[config.mk]
export PLATFORM = sky130hd
export DESIGN_NAME = lattice_monte_carlo_cell_event_unit
export DESIGN_NICKNAME = d
export VERILOG_FILES = /design/src/sv/lmcce_pkg.sv /design/src/sv/lmcce_ctrl.sv /design/src/sv/lmcce_dpath.sv /design/src/sv/lattice_monte_carlo_cell_event_unit.sv
export SDC_FILE = /design/constraint.sdc
export NUM_CORES = 1
export LEC_CHECK = 0
export BUFFER_PORTS_ARGS = -buffer_cell sky130_fd_sc_hd__buf_2
export CAP_MARGIN = 20
export CORE_ASPECT_RATIO = 1.4
export CORE_MARGIN = 2
export CORE_UTILIZATION = 55
export DETAILED_ROUTE_END_ITERATION = 8
export HOLD_SLACK_MARGIN = 0.12
export PLACE_DENSITY = 0.73
export SETUP_SLACK_MARGIN = 0.1
export SYNTH_ARGS = -nofsm -noshare
export SYNTH_HDL_FRONTEND = slang
export SYNTH_SLANG_ARGS = --single-unit
[constraint.sdc]
create_clock -name aclk -period 11.69 [get_ports aclk]
set_input_delay 2.338 -clock aclk [delete_from_list [all_inputs] [get_ports aclk]]
set_output_delay 2.338 -clock aclk [all_outputs]
set_load 0.02 [all_outputs]
[src/sv/lmcce_pkg.sv]
package lmcce_pkg;

    localparam int GRID_DIM   = 20;
    localparam int CELL_TOTAL = GRID_DIM * GRID_DIM;
    localparam int IDX_W      = $clog2(GRID_DIM);
    localparam int LIVE_W     = $clog2(CELL_TOTAL + 1);
    localparam int COORD_W    = 5;
    localparam int DRAW_W     = 16;
    localparam int ACT_W      = 16;
    localparam int TOTAL_W    = 9;
    localparam int CFG_W      = 16;

    localparam logic [IDX_W-1:0] IDX_LAST = IDX_W'(GRID_DIM - 1);

    localparam logic [CFG_W-1:0] MOVE_THR_RESET  = 16'd10923;
    localparam logic [CFG_W-1:0] BIRTH_THR_RESET = 16'd43691;

    typedef enum logic [0:0] {
        CFG_MOVE_THR  = 1'b0,
        CFG_BIRTH_THR = 1'b1
    } cfg_idx_t;

    typedef enum logic [0:0] {
        OP_EVENT = 1'b0,
        OP_WRITE = 1'b1
    } op_t;

    typedef enum logic [1:0] {
        DIR_ROW_INC = 2'd0,
        DIR_ROW_DEC = 2'd1,
        DIR_COL_INC = 2'd2,
        DIR_COL_DEC = 2'd3
    } dir_t;

    typedef enum logic [1:0] {
        KIND_NONE  = 2'd0,
        KIND_MOVE  = 2'd1,
        KIND_BIRTH = 2'd2,
        KIND_DEATH = 2'd3
    } kind_t;

    typedef enum logic [2:0] {
        ST_IDLE,
        ST_RD_FIRST,
        ST_RD_SECOND,
        ST_EXEC,
        ST_WR_CENTER,
        ST_WR_NEIGH,
        ST_DONE
    } state_t;

    // Commands from the controller to the datapath.
    typedef struct packed {
        logic load_in;
        logic rd_first;
        logic rd_second;
        logic exec;
        logic wr_center;
        logic wr_neigh;
        logic load_out;
    } cmd_t;

    // Status from the datapath to the controller.
    typedef struct packed {
        logic wc_req;
        logic wn_req;
        logic out_free;
    } status_t;

    function automatic logic [IDX_W-1:0] wrap_inc(input logic [IDX_W-1:0] v);
        return (v == IDX_LAST) ? '0 : IDX_W'(v + 1'b1);
    endfunction

    function automatic logic [IDX_W-1:0] wrap_dec(input logic [IDX_W-1:0] v);
        return (v == '0) ? IDX_LAST : IDX_W'(v - 1'b1);
    endfunction

    function automatic logic [TOTAL_W-1:0] sat_total(input logic [LIVE_W-1:0] v);
        return (int'(v) > 511) ? 9'd511 : TOTAL_W'(v);
    endfunction

endpackage

[src/sv/lmcce_ctrl.sv]
module lmcce_ctrl (
    input  logic               aclk,
    input  logic               aresetn,
    input  logic               s_valid,
    output logic               in_ready,
    input  lmcce_pkg::status_t status,
    output lmcce_pkg::cmd_t    cmd
);
    import lmcce_pkg::*;

    state_t state_reg;
    state_t state_next;

    always_ff @(posedge aclk) begin
        if (!aresetn) begin
            state_reg <= ST_IDLE;
        end else begin
            state_reg <= state_next;
        end
    end

    always_comb begin
        state_next = state_reg;
        cmd        = '0;
        in_ready   = 1'b0;
        case (state_reg)
            ST_IDLE: begin
                in_ready = 1'b1;
                if (s_valid) begin
                    cmd.load_in = 1'b1;
                    state_next  = ST_RD_FIRST;
                end
            end
            ST_RD_FIRST: begin
                cmd.rd_first = 1'b1;
                state_next   = ST_RD_SECOND;
            end
            ST_RD_SECOND: begin
                cmd.rd_second = 1'b1;
                state_next    = ST_EXEC;
            end
            ST_EXEC: begin
                cmd.exec   = 1'b1;
                state_next = ST_WR_CENTER;
            end
            ST_WR_CENTER: begin
                cmd.wr_center = status.wc_req;
                state_next    = status.wn_req ? ST_WR_NEIGH : ST_DONE;
            end
            ST_WR_NEIGH: begin
                cmd.wr_neigh = 1'b1;
                state_next   = ST_DONE;
            end
            ST_DONE: begin
                // Hold the result until the output register is free.
                if (status.out_free) begin
                    cmd.load_out = 1'b1;
                    state_next   = ST_IDLE;
                end
            end
            default: begin
                state_next = ST_IDLE;
            end
        endcase
    end

endmodule

[src/sv/lmcce_dpath.sv]
module lmcce_dpath (
    input  logic                             aclk,
    input  logic                             aresetn,
    input  lmcce_pkg::cmd_t                  cmd,
    output lmcce_pkg::status_t               status,
    input  logic                             cfg_wr_en,
    input  logic [0:0]                       cfg_wr_index,
    input  logic [lmcce_pkg::CFG_W-1:0]      cfg_wr_data,
    input  logic                             s_operation,
    input  logic [lmcce_pkg::COORD_W-1:0]    s_row,
    input  logic [lmcce_pkg::COORD_W-1:0]    s_column,
    input  logic [lmcce_pkg::DRAW_W-1:0]     s_event_draw,
    input  logic [1:0]                       s_direction,
    input  logic                             s_cell_value,
    output logic                             m_valid,
    input  logic                             m_ready,
    output logic [1:0]                       m_event_kind,
    output logic                             m_changed,
    output logic [lmcce_pkg::TOTAL_W-1:0]    m_live_total,
    output logic                             m_extinct,
    output logic [lmcce_pkg::ACT_W-1:0]      m_action_total
);
    import lmcce_pkg::*;

    // Configuration
    logic [CFG_W-1:0] move_thr_reg;
    logic [CFG_W-1:0] birth_thr_reg;

    always_ff @(posedge aclk) begin
        if (!aresetn) begin
            move_thr_reg  <= MOVE_THR_RESET;
            birth_thr_reg <= BIRTH_THR_RESET;
        end else if (cfg_wr_en) begin
            case (cfg_idx_t'(cfg_wr_index))
                CFG_MOVE_THR:  move_thr_reg  <= cfg_wr_data;
                CFG_BIRTH_THR: birth_thr_reg <= cfg_wr_data;
                default: ;
            endcase
        end
    end

    // Captured input item
    op_t              op_reg;
    logic             in_range_reg;
    logic [IDX_W-1:0] row_reg;
    logic [IDX_W-1:0] col_reg;
    logic [DRAW_W-1:0] draw_reg;
    dir_t             dir_reg;
    logic             val_reg;

    always_ff @(posedge aclk) begin
        if (cmd.load_in) begin
            op_reg       <= op_t'(s_operation);
            in_range_reg <= (int'(s_row) < GRID_DIM) && (int'(s_column) < GRID_DIM);
            row_reg      <= IDX_W'(s_row);
            col_reg      <= IDX_W'(s_column);
            draw_reg     <= s_event_draw;
            dir_reg      <= dir_t'(s_direction);
            val_reg      <= s_cell_value;
        end
    end

    logic [IDX_W-1:0] row_plus;
    logic [IDX_W-1:0] row_minus;
    logic [IDX_W-1:0] col_plus;
    logic [IDX_W-1:0] col_minus;

    assign row_plus  = wrap_inc(row_reg);
    assign row_minus = wrap_dec(row_reg);
    assign col_plus  = wrap_inc(col_reg);
    assign col_minus = wrap_dec(col_reg);

    // Row memory of the grid: one word per row, with a valid bit per row so
    // that a row never written reads as all dead.
    logic [GRID_DIM-1:0] mem [GRID_DIM];
    logic [GRID_DIM-1:0] row_valid_reg;
    logic [GRID_DIM-1:0] rdata_a_reg;
    logic [GRID_DIM-1:0] rdata_b_reg;

    logic [GRID_DIM-1:0] center_row_reg;
    logic [GRID_DIM-1:0] neigh_row_reg;
    logic [IDX_W-1:0]    neigh_addr_reg;

    always_ff @(posedge aclk) begin
        if (cmd.rd_first) begin
            rdata_a_reg <= row_valid_reg[row_reg] ? mem[row_reg] : '0;
            rdata_b_reg <= row_valid_reg[row_plus] ? mem[row_plus] : '0;
        end else if (cmd.rd_second) begin
            rdata_a_reg <= row_valid_reg[row_minus] ? mem[row_minus] : '0;
        end
    end

    always_ff @(posedge aclk) begin
        if (cmd.wr_center) begin
            mem[row_reg] <= center_row_reg;
        end else if (cmd.wr_neigh) begin
            mem[neigh_addr_reg] <= neigh_row_reg;
        end
    end

    always_ff @(posedge aclk) begin
        if (!aresetn) begin
            row_valid_reg <= '0;
        end else if (cmd.wr_center) begin
            row_valid_reg[row_reg] <= 1'b1;
        end else if (cmd.wr_neigh) begin
            row_valid_reg[neigh_addr_reg] <= 1'b1;
        end
    end

    // Center row and the row above are held; the row below arrives last.
    logic [GRID_DIM-1:0] row_c_reg;
    logic [GRID_DIM-1:0] row_p_reg;

    always_ff @(posedge aclk) begin
        if (cmd.rd_second) begin
            row_c_reg <= rdata_a_reg;
            row_p_reg <= rdata_b_reg;
        end
    end

    // Event decision
    logic [GRID_DIM-1:0] row_m;
    logic                alive;
    logic [3:0]          nbits;
    logic [2:0]          nb_cnt;
    kind_t               kind;
    dir_t                tk;
    logic                set_t;
    logic                clr_c;
    logic                chg;
    logic                inc;
    logic                dec;
    logic                wc_req;
    logic                wn_req;
    logic [GRID_DIM-1:0] center_new;
    logic [GRID_DIM-1:0] neigh_new;
    logic [IDX_W-1:0]    neigh_addr;

    assign row_m  = rdata_a_reg;
    assign alive  = row_c_reg[col_reg];
    assign nbits  = {row_c_reg[col_minus], row_c_reg[col_plus], row_m[col_reg],
                     row_p_reg[col_reg]};
    assign nb_cnt = 3'($countones(nbits));

    always_comb begin
        kind       = KIND_NONE;
        tk         = dir_reg;
        set_t      = 1'b0;
        clr_c      = 1'b0;
        chg        = 1'b0;
        inc        = 1'b0;
        dec        = 1'b0;
        center_new = row_c_reg;
        if (in_range_reg) begin
            if (op_reg == OP_WRITE) begin
                chg                 = alive != val_reg;
                inc                 = chg & val_reg;
                dec                 = chg & ~val_reg;
                center_new[col_reg] = val_reg;
            end else if (alive) begin
                if (draw_reg < move_thr_reg) begin
                    kind = KIND_MOVE;
                    tk   = dir_reg;
                    if (!nbits[dir_reg]) begin
                        set_t = 1'b1;
                        clr_c = 1'b1;
                    end
                end else if (draw_reg < birth_thr_reg) begin
                    kind = KIND_BIRTH;
                    if (nb_cnt inside {[3'd1:3'd3]}) begin
                        set_t = 1'b1;
                        if (!nbits[DIR_ROW_INC]) begin
                            tk = DIR_ROW_INC;
                        end else if (!nbits[DIR_ROW_DEC]) begin
                            tk = DIR_ROW_DEC;
                        end else if (!nbits[DIR_COL_INC]) begin
                            tk = DIR_COL_INC;
                        end else begin
                            tk = DIR_COL_DEC;
                        end
                    end
                end else begin
                    kind = KIND_DEATH;
                    clr_c = (nb_cnt == 3'd4);
                end
                chg = set_t | clr_c;
                inc = set_t;
                dec = clr_c;
                if (set_t && tk == DIR_COL_INC) begin
                    center_new[col_plus] = 1'b1;
                end
                if (set_t && tk == DIR_COL_DEC) begin
                    center_new[col_minus] = 1'b1;
                end
                if (clr_c) begin
                    center_new[col_reg] = 1'b0;
                end
            end
        end
    end

    always_comb begin
        neigh_new           = (tk == DIR_ROW_INC) ? row_p_reg : row_m;
        neigh_new[col_reg]  = 1'b1;
        neigh_addr          = (tk == DIR_ROW_INC) ? row_plus : row_minus;
    end

    // The center row is rewritten for a flipped write, a cleared cell or a
    // birth or move along the row; the other row only for a row-wise target.
    assign wc_req = (op_reg == OP_WRITE && chg) || clr_c ||
                    (set_t && (tk == DIR_COL_INC || tk == DIR_COL_DEC));
    assign wn_req = set_t && (tk == DIR_ROW_INC || tk == DIR_ROW_DEC);

    // Results and counters
    kind_t             kind_reg;
    logic              changed_reg;
    logic              wc_req_reg;
    logic              wn_req_reg;
    logic [LIVE_W-1:0] live_reg;
    logic [ACT_W-1:0]  action_reg;

    always_ff @(posedge aclk) begin
        if (cmd.exec) begin
            kind_reg       <= kind;
            changed_reg    <= chg;
            center_row_reg <= center_new;
            neigh_row_reg  <= neigh_new;
            neigh_addr_reg <= neigh_addr;
        end
    end

    always_ff @(posedge aclk) begin
        if (!aresetn) begin
            wc_req_reg <= 1'b0;
            wn_req_reg <= 1'b0;
            live_reg   <= '0;
            action_reg <= '0;
        end else if (cmd.exec) begin
            wc_req_reg <= wc_req;
            wn_req_reg <= wn_req;
            live_reg   <= LIVE_W'(live_reg + LIVE_W'(inc) - LIVE_W'(dec));
            if (op_reg == OP_EVENT && chg) begin
                action_reg <= ACT_W'(action_reg + 1'b1);
            end
        end
    end

    // Output register
    logic               m_valid_reg;
    logic [1:0]         m_kind_reg;
    logic               m_changed_reg;
    logic [TOTAL_W-1:0] m_total_reg;
    logic               m_extinct_reg;
    logic [ACT_W-1:0]   m_action_reg;

    always_ff @(posedge aclk) begin
        if (!aresetn) begin
            m_valid_reg <= 1'b0;
        end else if (cmd.load_out) begin
            m_valid_reg <= 1'b1;
        end else if (m_ready) begin
            m_valid_reg <= 1'b0;
        end
    end

    always_ff @(posedge aclk) begin
        if (cmd.load_out) begin
            m_kind_reg    <= kind_reg;
            m_changed_reg <= changed_reg;
            m_total_reg   <= sat_total(live_reg);
            m_extinct_reg <= (live_reg == '0);
            m_action_reg  <= action_reg;
        end
    end

    assign status.wc_req   = wc_req_reg;
    assign status.wn_req   = wn_req_reg;
    assign status.out_free = !m_valid_reg || m_ready;

    assign m_valid        = m_valid_reg;
    assign m_event_kind   = m_kind_reg;
    assign m_changed      = m_changed_reg;
    assign m_live_total   = m_total_reg;
    assign m_extinct      = m_extinct_reg;
    assign m_action_total = m_action_reg;

endmodule

[src/sv/lattice_monte_carlo_cell_event_unit.sv]
// Lattice cell event engine on a toroidal grid of alive bits.
//
// Input channel (s_valid / s_ready): one item per transfer, either a random
// event at a cell (move, birth or death, chosen by s_event_draw against the
// two thresholds) or a write of one cell's alive bit. Coordinates outside the
// grid leave the state alone and return the current totals.
// Result channel (m_valid / m_ready): exactly one result per input item, in
// order, carrying the selected action, a changed flag and the totals.
// Configuration: cfg_wr_en with cfg_wr_index 0 (move threshold) or 1 (birth
// threshold); write only while the block is idle.
// Sequence: the grid is a row memory with two registered read ports and one
// write port. An item reads three rows (RD_FIRST, RD_SECOND), decides
// (EXEC), writes back (WR_CENTER, then WR_NEIGH when another row is rewritten)
// and loads the output register (DONE); a new item is taken only after the
// last one has loaded its result and the block is idle again.
// Reset clears all cells to dead at once through per-row valid bits, clears
// both counters and restores the default thresholds.
// A stalled receiver holds the result; the next item is still taken and runs
// until its own result is ready, then waits for the output register.
module lattice_monte_carlo_cell_event_unit (
    input  logic                          aclk,
    input  logic                          aresetn,
    input  logic                          cfg_wr_en,
    input  logic [0:0]                    cfg_wr_index,
    input  logic [lmcce_pkg::CFG_W-1:0]   cfg_wr_data,
    input  logic                          s_valid,
    output logic                          s_ready,
    input  logic                          s_operation,
    input  logic [lmcce_pkg::COORD_W-1:0] s_row,
    input  logic [lmcce_pkg::COORD_W-1:0] s_column,
    input  logic [lmcce_pkg::DRAW_W-1:0]  s_event_draw,
    input  logic [1:0]                    s_direction,
    input  logic                          s_cell_value,
    output logic                          m_valid,
    input  logic                          m_ready,
    output logic [1:0]                    m_event_kind,
    output logic                          m_changed,
    output logic [lmcce_pkg::TOTAL_W-1:0] m_live_total,
    output logic                          m_extinct,
    output logic [lmcce_pkg::ACT_W-1:0]   m_action_total
);
    import lmcce_pkg::*;

    cmd_t    cmd;
    status_t status;

    lmcce_ctrl u_ctrl (
        .aclk     (aclk),
        .aresetn  (aresetn),
        .s_valid  (s_valid),
        .in_ready (s_ready),
        .status   (status),
        .cmd      (cmd)
    );

    lmcce_dpath u_dpath (
        .aclk           (aclk),
        .aresetn        (aresetn),
        .cmd            (cmd),
        .status         (status),
        .cfg_wr_en      (cfg_wr_en),
        .cfg_wr_index   (cfg_wr_index),
        .cfg_wr_data    (cfg_wr_data),
        .s_operation    (s_operation),
        .s_row          (s_row),
        .s_column       (s_column),
        .s_event_draw   (s_event_draw),
        .s_direction    (s_direction),
        .s_cell_value   (s_cell_value),
        .m_valid        (m_valid),
        .m_ready        (m_ready),
        .m_event_kind   (m_event_kind),
        .m_changed      (m_changed),
        .m_live_total   (m_live_total),
        .m_extinct      (m_extinct),
        .m_action_total (m_action_total)
    );

endmodule
# After elaboration in Yosys (flattened, before gate mapping)
# Memories as Yosys holds them, arrays and structs flattened. A register that Yosys moved wholly into a read port is not among the register bits.
# Index checks and enable logic that the tools add are counted.
# Widths: inputs -> output; s select.
[word_totals]
n_memories = 1
regBits = 251
output_inout_bits = 31
ramBits = 400
inputBits = 52
[op_classes]
n_bitwise = 15
addsub = 10
n_mux = 117
n_lt_le_gt_ge = 19
n_reduce_logical = 35
n_eq_ne = 17
[mem_list]
columns = ["memory", "words", "width", "rd", "rd_ports_with_merged_regs", "write_ports", "line_no", "source"]
rows = [
  ["u_dpath.mem", 20, 20, 3, 2, 1, "lmcce_dpath.sv:75", "logic [GRID_DIM-1:0] mem [GRID_DIM];"],
]
[ops]
columns = ["op", "n"]
rows = [
  ["$mux 20", 20],
  ["$or 20x20->20", 5],
  ["$mux 1", 60],
  ["$lt 5x6->1 const B", 7],
  ["$bmux 1 s5", 8],
  ["$mux 5", 7],
  ["$lt 16x16->1", 2],
  ["$demux 1 s5", 5],
  ["$ge 5x1->1 const B", 5],
  ["$mux 2", 12],
  ["$pmux 3 s7", 1],
  ["$and 20x20->20", 1],
  ["$bwmux 20", 1],
  ["$not 20->20", 1],
  ["$reduce_or 20->1", 1],
  ["$add 16x1->16 const B", 1],
  ["$logic_and 1x1->1", 13],
  ["$eq 3x3->1 const B", 4],
  ["$add 5x1->5 const B", 2],
  ["$eq 5x5->1 const B", 2],
  ["$logic_not 5->1", 2],
  ["$lt 5x5->1 const B", 2],
  ["$sub 5x1->5 const B", 2],
  ["$add 9x1->9", 1],
  ["other kinds (26)", 48],
]

# Longest topological paths before layout
# Gate-level depths: netlist (run 1).
[depth]
word_depth = 30
depth_mapped = 36
depth_no_buf = 32

# Modules after synthesis
# A second synthesis (run 1) with hierarchy kept.
[hier_totals]
cells_unflattened = 2546
hier_area_um2 = 36344.9
[modules_own_cells]
columns = ["module", "instances", "area_each_um2", "seq_area_each_um2", "cells_per_inst"]
rows = [
  ["lmcce_dpath", 1, 36109.6, 19358.6, 2519],
  ["lmcce_ctrl", 1, 235.2, 60.1, 27],
]

# Worst setup path after synthesis (run 1)
# OpenSTA, ideal clock, no wires.
[synth_path]
kind = "register to register"
start = "reg u_dpath.col_reg[1]"
end = "reg u_dpath.live_reg[8]"
n_path_buf = 5
t_arrival_ns = 6.666
period_less_slack_ns = 6.741
setup_time_ns = 0.076
stages_incl_launch_ff = 37
slack_ns = 4.949
path_cell_list = "edfxtp_1 buf_2 buf_2 inv_1 ha_1 clkbuf_1 clkbuf_1 nor2_1 nor2_1 o2111ai_1 a32oi_2 and2_1 ha_1 ha_1 fa_1 nor2_1 nor2_1 nand2_1 and2_4 buf_8 o31ai_1 nand2_1 ha_1 inv_1 ha_1 inv_1 fa_1 nand2b_1 a21oi_1 o21ai_0 a21oi_1 o21ai_0 a21oi_1 nor2_1 xnor2_1 or3_1 a21boi_0"
[synth_via]
elab_chain_len = 19
word_cells_on_any_way = 48
classes_between = "7 x add/sub; 2 x order compare; 3 x eq/ne; 32 x mux; 2 x bitwise; 2 x reduce/logical"
[synth_rtl]
columns = ["item", "line_no", "source"]
rows = [
  ["start: declaration", "lmcce_dpath.sv:46", "logic [IDX_W-1:0] col_reg;"],
  ["start signal: assignment", "lmcce_dpath.sv:56", "col_reg <= IDX_W'(s_column);"],
  ["$add 5x1->5, or another cell as far along", "lmcce_pkg.sv:71", "return (v == IDX_LAST) ? '0 : IDX_W'(v + 1'b1);"],
  ["$mux 5 (on tied branches)", "lmcce_pkg.sv:71, lmcce_pkg.sv:75", ""],
  ["$bmux 1 s5", "lmcce_dpath.sv:142", "assign nbits = {row_c_reg[col_minus], row_c_reg[col_plus], row_m[col_reg],"],
  ["$mux 1 (implied by the code)", "lmcce_dpath.sv:142", ""],
  ["$add 1x1->2 (implied by the code)", "lmcce_dpath.sv:144", "assign nb_cnt = 3'($countones(nbits));"],
  ["$add 3x3->3 (implied by the code)", "lmcce_dpath.sv:144", ""],
  ["$ge 3x1->1 or $le 3x2->1 (tied branches)", "lmcce_dpath.sv:171", "if (nb_cnt inside {[3'd1:3'd3]}) begin"],
  ["$logic_and 1x1->1", "lmcce_dpath.sv:171", ""],
  ["[3 not listed]", "--", ""],
  ["$mux 1", "lmcce_dpath.sv:161", "end else if (alive) begin"],
  ["$mux 1", "lmcce_dpath.sv:156", "if (op_reg == OP_WRITE) begin"],
  ["$mux 1", "lmcce_dpath.sv:155", "if (in_range_reg) begin"],
  ["$mux 1", "lmcce_dpath.sv:161", ""],
  ["$mux 1", "lmcce_dpath.sv:156", ""],
  ["$mux 1", "lmcce_dpath.sv:155", ""],
  ["$add 9x1->9", "lmcce_dpath.sv:242", "live_reg <= LIVE_W'(live_reg + LIVE_W'(inc) - LIVE_W'(dec));"],
  ["$sub 9x1->9 (*)", "lmcce_dpath.sv:242", ""],
  ["end signal: assignment", "lmcce_dpath.sv:242", ""],
  ["end: declaration", "lmcce_dpath.sv:220", "logic [LIVE_W-1:0] live_reg;"],
]
# Mark *: on every way between the ends. The rest lies on a longest branch, timed or not. The select of a mux whose other input is x is not followed.
# A chain may end at the register's enable or synchronous reset.

# Worst setup path after layout (run 1)
[layout_path]
start = "reg u_dpath.col_reg[0]"
end = "reg u_dpath.live_reg[8]"
# The elaborated chain is that of the path after synthesis.

==> results.txt, run 1 <==
Setup violations remaining at the end of the flow were counted as 0. The dominant register cell in the synthesized netlist was edfxtp_1. The total instance count after detailed placement was 3708; the detailed-route vias per instance was 7.20.

The register with the most flip-flops in the layout has 400 of them. The total of buffers placed on input and output ports is 82, and the final routed DRC violation total is 0. Data on the critical path arrives at its endpoint at 8500 ps. The worst setup path is launched from a flip-flop. The max-slew violation total from the final report was 0; the height of the chip was 311 µm.

The net count of the finished layout is 3036. The worst-margin pin slew is 1170 ps. The critical path in this run is classified as flip-flop to flip-flop. After clock tree synthesis, the clock-pin slew on the worst setup and hold paths is 70 ps. In this run the deepest clock path goes through 3 buffers. The logs give 4988 for the fill cell instance count of the final layout and 66600 µm² for the core box area. In the final routed layout, each cell accounts on average for 29.2 µm. In this run, the number of DRC markers left after iteration 0 of detailed routing was 3868. The largest driver fanout on the critical path was 51; the synthesized net count was 3065. For the share of the yosys chip area belonging to registers, the log shows 0.525. The share of layout cells above drive strength 1 is 0.179, and the buffer and inverter count on the worst path is 4. The finished cells cover 40300 µm². First-pass GRT wire length: 167000 µm. STA classifies the critical path endpoint as a flip-flop. The tools report the count of vias placed by the detailed router as 27558.

The max-cap check violation count is 0, and the number of H-tree levels is 3. The logs give 101 for the count of cell types in the netlist and 126 MHz for the maximum frequency from static timing analysis. For this design the ratio of total power to cell area is 160 nW/µm². The final cycle utilization of the critical path was 0.681; the total number of placement rows was 112. The tools report the relative max-transition margin as 0.221.

The largest register by flop count is u_dpath.mem. CTS root buffer: clkbuf_16. TritonCTS created 68 clock buffers.

The first detailed-routing pass ran for 8 iterations. From left edge to right edge, the die measures 223 µm. After synthesis the cells add up to 37000 µm². Clock skew on the completed layout was measured at 31.0 ps.

TritonCTS built the clock tree. The number of buffers added for setup after CTS is 0, and the largest net degree at the start of global routing is 155. The remaining global-route overflow was 0; the number of hold buffers added after CTS was 0. Once placement finished, the instance area stood at 38100 µm².

The mean instance size in the synthesized netlist is 12.5 µm², and the post-detailed-placement half-perimeter wirelength is 69700 µm. In this run the static leakage power is 0.0135 µW. For the initial antenna violation count, the log shows 0. The total global routing track utilization was 0.320; the number of flops mapped to enable cells by yosys was 588.

Among all stages on the critical path, the largest delay is contributed by or4b_1. Grouping stages by cell kind, the critical path spends the most delay in simple AND/OR/NAND/NOR gates. The residual antenna-violating net count after detailed routing came out at 0. From synthesis to final layout, the design area changed by 9.05%. Setup repair after global routing left no endpoint under its margin.

The minimum clock period works out to 7960 ps. Post-layout instance count excluding filler cells: 3828. The die covers 69300 µm². The async set-or-reset flop fraction in the synthesized netlist is 0, and the sum of negative setup slack is 0 ps. The cell count after synthesis came out at 2954.

The later pin in the worst-skew pair is clocked with a latency of 630 ps. The logs give 0 for the number of warnings reported in the yosys synthesis log and 676 for the clock sink count. Summed over all layers, the routed wires come to 112000 µm. The biggest cell delay along the critical path came out at 760 ps. The run gives 0 as the final hold violation count. Data on the critical path is required at its endpoint by 12230 ps. The class of the tightest hold or removal check was flip-flop to flip-flop. In this run, post-CTS repair resized a total of 0 instances. Synthesis inferred 676 register bits.

The most numerous cell type found on the critical path is ha_1. During I/O placement, the number of pins put on the boundary was 83. The starting utilization of the core area came out at 0.555. Across the VDD grid, the largest voltage drop is 0.000107 V. The last weighted congestion value of the routability-driven placer came out at 0.972. The number of global-route vias before repair was 27081.

The run finished with clean final reports.
==> where the power goes <==
part           internal [µW]  leakage (µW)  switching (µW)
clock network           1240       0.00106             907
logic                    560       0.00639             926
registers               2730       0.00605             104
==> cells in the final DEF (no fill, tap or decap), types with 59 or more instances in the layout <==
cell,netlist,final
o221ai_1,85,85
buf_2,23,82
nand2_1,258,256
inv_1,74,73
edfxtp_1,588,588
mux2i_1,191,190
mux4_2,187,187
nor2b_1,77,77
o21ai_0,163,162
a211oi_1,153,153
nor2_1,121,98
buf_4,3,62
a21oi_1,110,107
nand3_1,59,59
clkbuf_16,0,70
dfxtp_1,88,85
==> stage by stage <==
stage	setup slack, ps	hold slack [ps]	utilization	power [µW]
final	3730	406	0.606	6470
after global routing	3290	419	0.606	6680
after CTS	3360	412	0.605	6450
after detailed placement	3420	405	0.573	4320
after global placement	3690	403	0.573	4290
after floorplan	4950	400	-	3890
==> per-layer routing <==
layer,track usage,share of wire,up-vias
met5,0,0,-
met4,0.210,0.071,0
met3,0.0549,0.087,465
met2,0.534,0.49,1741
met1,0.384,0.35,13669
li1,-,-,11683
==> cells in the mapped netlist, drive strengths merged, types with 14 or more instances <==
| cell type | instances | area, µm² |
|---|---|---|
| a211oi | 154 | 1160 |
| a21boi | 27 | 203 |
| a21oi | 112 | 568 |
| a221oi | 43 | 395 |
| a22oi | 17 | 138 |
| a31oi | 18 | 113 |
| and2 | 25 | 159 |
| and3 | 14 | 87.6 |
| buf | 67 | 363 |
| clkbuf | 179 | 672 |
| dfxtp | 88 | 1760 |
| edfxtp | 588 | 17700 |
| ha | 57 | 713 |
| inv | 78 | 298 |
| mux2 | 16 | 184 |
| mux2i | 191 | 1910 |
| mux4 | 190 | 4290 |
| nand2 | 258 | 968 |
| nand2b | 15 | 93.8 |
| nand3 | 59 | 295 |
| nand4 | 18 | 113 |
| nor2 | 123 | 467 |
| nor2b | 78 | 495 |
| nor3 | 42 | 226 |
| o211ai | 53 | 408 |
| o21ai | 172 | 868 |
| o221ai | 86 | 759 |
| o22ai | 52 | 332 |
==> cell type report <==
cell class                      instances  area, µm²  area share
Clock buffer                           85       1840      0.0456
Tap cell                              855       1070      0.0265
Antenna cell                            1       2.50   0.0000621
Multi-Input combinational cell       1954      16400       0.407
Clock inverter                         32        318     0.00788
Sequential cell                       676      19400       0.482
Inverter                               78        298     0.00739
Timing Repair Buffer                  147        938      0.0233
==> worst reg2reg max path, delay by kind of cell (launching register included) <==
kind            cells  cell delay [ps]
simple gates       10             2450
compound gates     10             2110
fa+ha+maj           7             2100
buf+inv             4              740
flops               1              350
xor+xnor            1              130
==> logic make-up (layout without fill, tap and decap cells) <==
| family | Yosys count | after routing | share of synthesized area |
|---|---|---|---|
| AOI/OAI and AO/OA | 809 | 809 | 0.153 |
| xor gates and xnor gates | 16 | 16 | 0.00379 |
| adders and majority gates | 59 | 59 | 0.0204 |
| buffers and inverters | 324 | 342 | 0.0360 |
| DFF | 676 | 676 | 0.525 |
| muxes | 397 | 397 | 0.173 |
| other | 0 | 1 | 0 |
| and+or+nand+nor | 673 | 673 | 0.0890 |
==> final timing paths <==
| check | cells after the start | startpoint | slack (ps) | endpoint |
|---|---|---|---|---|
| min reg2reg | 0 | u_dpath.rdata_b_reg[10] | 410 | u_dpath.row_p_reg[10] |
| max | 32 | u_dpath.col_reg[0] | 3730 | u_dpath.live_reg[8] |
| min | 0 | u_dpath.rdata_b_reg[10] | 410 | u_dpath.row_p_reg[10] |
| max reg2reg | 32 | u_dpath.col_reg[0] | 3730 | u_dpath.live_reg[8] |
(Power assumes the default switching activity.)
==> run 2, diff against run 1 <==
- PLACE_DENSITY: 0.73 -> 0.76
- clock period: 11.69 -> 6.8 ns (I/O delays scaled with it)
==> run 2 against run 1 <==
  * Clock-buffer cell count grew 2
  * Die area is the same
  * Non-clock buffer count grew 47
  * Highest routed layer is now met5
==> results.txt, run 2 (synthesized netlist as in run 1, its figures left out) <==
The flow ran to the end, and the final reports show no timing, DRC or antenna violations. The tools report the total instance count after detailed placement as 3753 (+1.2%). The largest driver fanout on the critical path came out at 23 (-55%).

The run gives 115000 µm (+2.9%) as the sum of routed wire length over all layers. The height of the chip is 311 µm (unchanged). The most numerous cell type found on the critical path is ha_1. The starting utilization of the core area was 0.555 (unchanged). For this design, the slowest cell found on the critical path is a221oi_1. The final hold violation count was 0 (unchanged). The most common cell after layout, fill and taps aside was edfxtp_1.

The number of flip-flops under the largest register name works out to 400 (unchanged). More flip-flops sit in one register than any other, and that register is u_dpath.mem. The max-cap check violation count is 0 (unchanged), and the fraction of power consumed by the clock network is 0.327 (-0.006).

The setup path with the least slack is of type flip-flop to flip-flop. The total of buffers placed on input and output ports works out to 82 (unchanged). The maximum frequency from static timing analysis is 157 MHz (+25%). The final cycle utilization of the critical path is 0.937 (+0.256). The count of vias placed by the detailed router was 28270 (+2.6%); the largest clock skew in the final design was 33.0 ps (+1.97 ps). Relative to the synthesized area, the layout overhead comes to 10.3%. The number of global-route vias before repair was 27895 (+3.0%).

The initial antenna violation count came out at 4 (+4). The clock sink count is 676 (unchanged). The violation count after the first detailed-routing iteration is 3496 (-9.6%), and the final routed DRC violation total is 0 (unchanged). The total global routing track utilization was 0.329 (+0.00820); the minimum clock period was 6370 ps (-1590 ps). The number of detailed-route iterations in the first pass came out at 7 (-1). The cell sitting at the root of the clock tree is a clkbuf_16. In the layout the commonest cells are 588 x edfxtp_1, 255 x nand2_1, 190 x mux2i_1, 187 x mux4_2, 159 x o21ai_0.

The tools report the total number of placement rows as 112 (unchanged). The net load switching power was 3400 µW (+75%); the standby leakage power was 0.0138 µW (+1.9%). The tools report the last weighted congestion value of the routability-driven placer as 0.974 (+0.25%). The worst endpoint data arrival time was 6920 ps (-1580 ps); the post-layout instance count excluding filler cells was 3881 (+1.4%). The run gives 0.238 (+0.008) as the combinational cell fraction of total power. The CTS buffer count was 68 (unchanged); the number of hold buffers added after CTS was 0 (unchanged). The clock slew seen by the registers of the worst setup and hold paths was 60 ps (about the same).

TritonCTS built the clock tree. The final standard cell utilization of the core is 0.613 (+0.00682), and the max-slew violation total from the final report is 0 (unchanged). The startpoint class of the critical path was a flip-flop. Setup repair after global routing left no endpoint under its margin.

The number of diodes was 0 (-1); the average wire per cell in the routed design was 29.7 µm (+1.5%). The logs give 3 (unchanged) for the number of buffers on the longest clock path and 0 ps (unchanged) for the sum of negative setup slack. Grouping stages by cell kind, the critical path spends the most delay in adder cells. The capturing element type of the critical path was a flip-flop. The floorplan die width is 223 µm (unchanged). The detailed-route vias per instance was 7.28 (+1.2%); the relative max-transition margin was 0.213 (-0.00858). The biggest cell delay along the critical path was 540 ps (-220 ps).

The largest net degree at the start of global routing is 161 (+3.9%), and the required arrival time at the worst endpoint is 7360 ps (-4870 ps). The core box area came out at 66600 µm² (unchanged). For the count of boundary I/O pins, the log shows 83 (unchanged).

The run gives 0 (unchanged) as the remaining global-route overflow. The run gives 3 (unchanged) as the number of H-tree levels. The share of layout cells above drive strength 1 came out at 0.197 (+0.0183).

In this run the worst hold path is classified as flip-flop to flip-flop. The buffer and inverter count on the worst path works out to 3 (-1). The post-detailed-placement half-perimeter wirelength came out at 72500 µm (+4.1%).

First-pass GRT wire length: 172000 µm (+3.0%). The final-stage net count was 3083 (+1.5%); the final setup violation count was 0 (unchanged). The worst-margin pin slew came out at 1170 ps (-2.38 ps).

The logs give 0 (unchanged) for the residual antenna-violating net count after detailed routing and 0.000184 V (+72%) for the maximum vdd ir drop. Cell area power density: 274 nW/µm² (+71%). The proportion of total power due to net switching works out to 0.304 (+0.00490). The clock latency reported for the late side of the worst-skew pair was 640 ps (about the same); the fraction of power consumed by sequential logic was 0.434 (-0.004). Design internal power: 7770 µW (+71%). The full die area is 69300 µm² (unchanged).
[run 2: cell count changes in the layout (fill, tap and decap cells not counted), moves of 2 or more]
cell,before,now
a21oi_4,1,3
a21oi_1,107,104
bufinv_16,6,3
buf_4,62,104
buf_12,1,6
o21ai_0,162,159
clkinv_1,10,12
o21ai_1,7,9
inv_6,1,4
o21ai_2,2,4
[run 2: final timing paths]
path	startpoint	end	slack, ps	cells past startpoint
setup / recovery	u_dpath.col_reg[3]	u_dpath.live_reg[8]	430	29
hold / removal	u_dpath.rdata_b_reg[19]	u_dpath.row_p_reg[19]	410	0
setup reg to reg	u_dpath.col_reg[3]	u_dpath.live_reg[8]	430	29
hold reg to reg	u_dpath.rdata_b_reg[19]	u_dpath.row_p_reg[19]	410	0
[run 2: power by group through the flow]
stage | combinational, µW | sequential (µW) | clock [µW]
6_report | 2660 | 4850 | 3660
5_1_grt | 2820 | 4860 | 3850
4_1_cts | 2570 | 4840 | 3690
3_5_place_dp | 2560 | 4930 | 0
3_3_place_gp | 2500 | 4930 | 0
2_1_floorplan | 1860 | 4830 | 0
[run 2: routing by layer]
metal / share of wire / GRT usage / wire length [µm] / vias up
li1: - / - / - / 11793
met1: 0.34 / 0.390 / 39100 / 13878
met2: 0.49 / 0.555 / 56600 / 2025
met3: 0.094 / 0.0534 / 10800 / 568
met4: 0.074 / 0.213 / 8520 / 6
met5: 0.00036 / 0 / 41 / -
[run 2: metrics by stage]
step	cell area [µm²]	setup slack (ps)	hold WS, ps	total power, µW
2_1_floorplan	37000	106	400	6700
3_3_place_gp	38500	334	401	7430
3_5_place_dp	38500	213	405	7490
4_1_cts	40600	191	406	11100
5_1_grt	40800	82.0	417	11500
6_report	40800	430	414	11200
[run 2: layout make-up]
cell class / count / area (µm²)
clock buffers: 87 / 1860
clock inverters: 37 / 289
fillers: 4971 / 25800
inverters: 78 / 298
multi-input cells: 1954 / 16500
flip-flops and latches: 676 / 19400
well taps: 855 / 1070
repair buffers: 194 / 1340
[run 2: what timing repair did]
| item | CTS | global route |
|---|---|---|
| hold endpoints to repair | 0 | 0 |
| setup buffers | 0 | 3 |
| gates resized for setup | 0 | 24 |
| setup endpoints to repair | 0 | 1 |
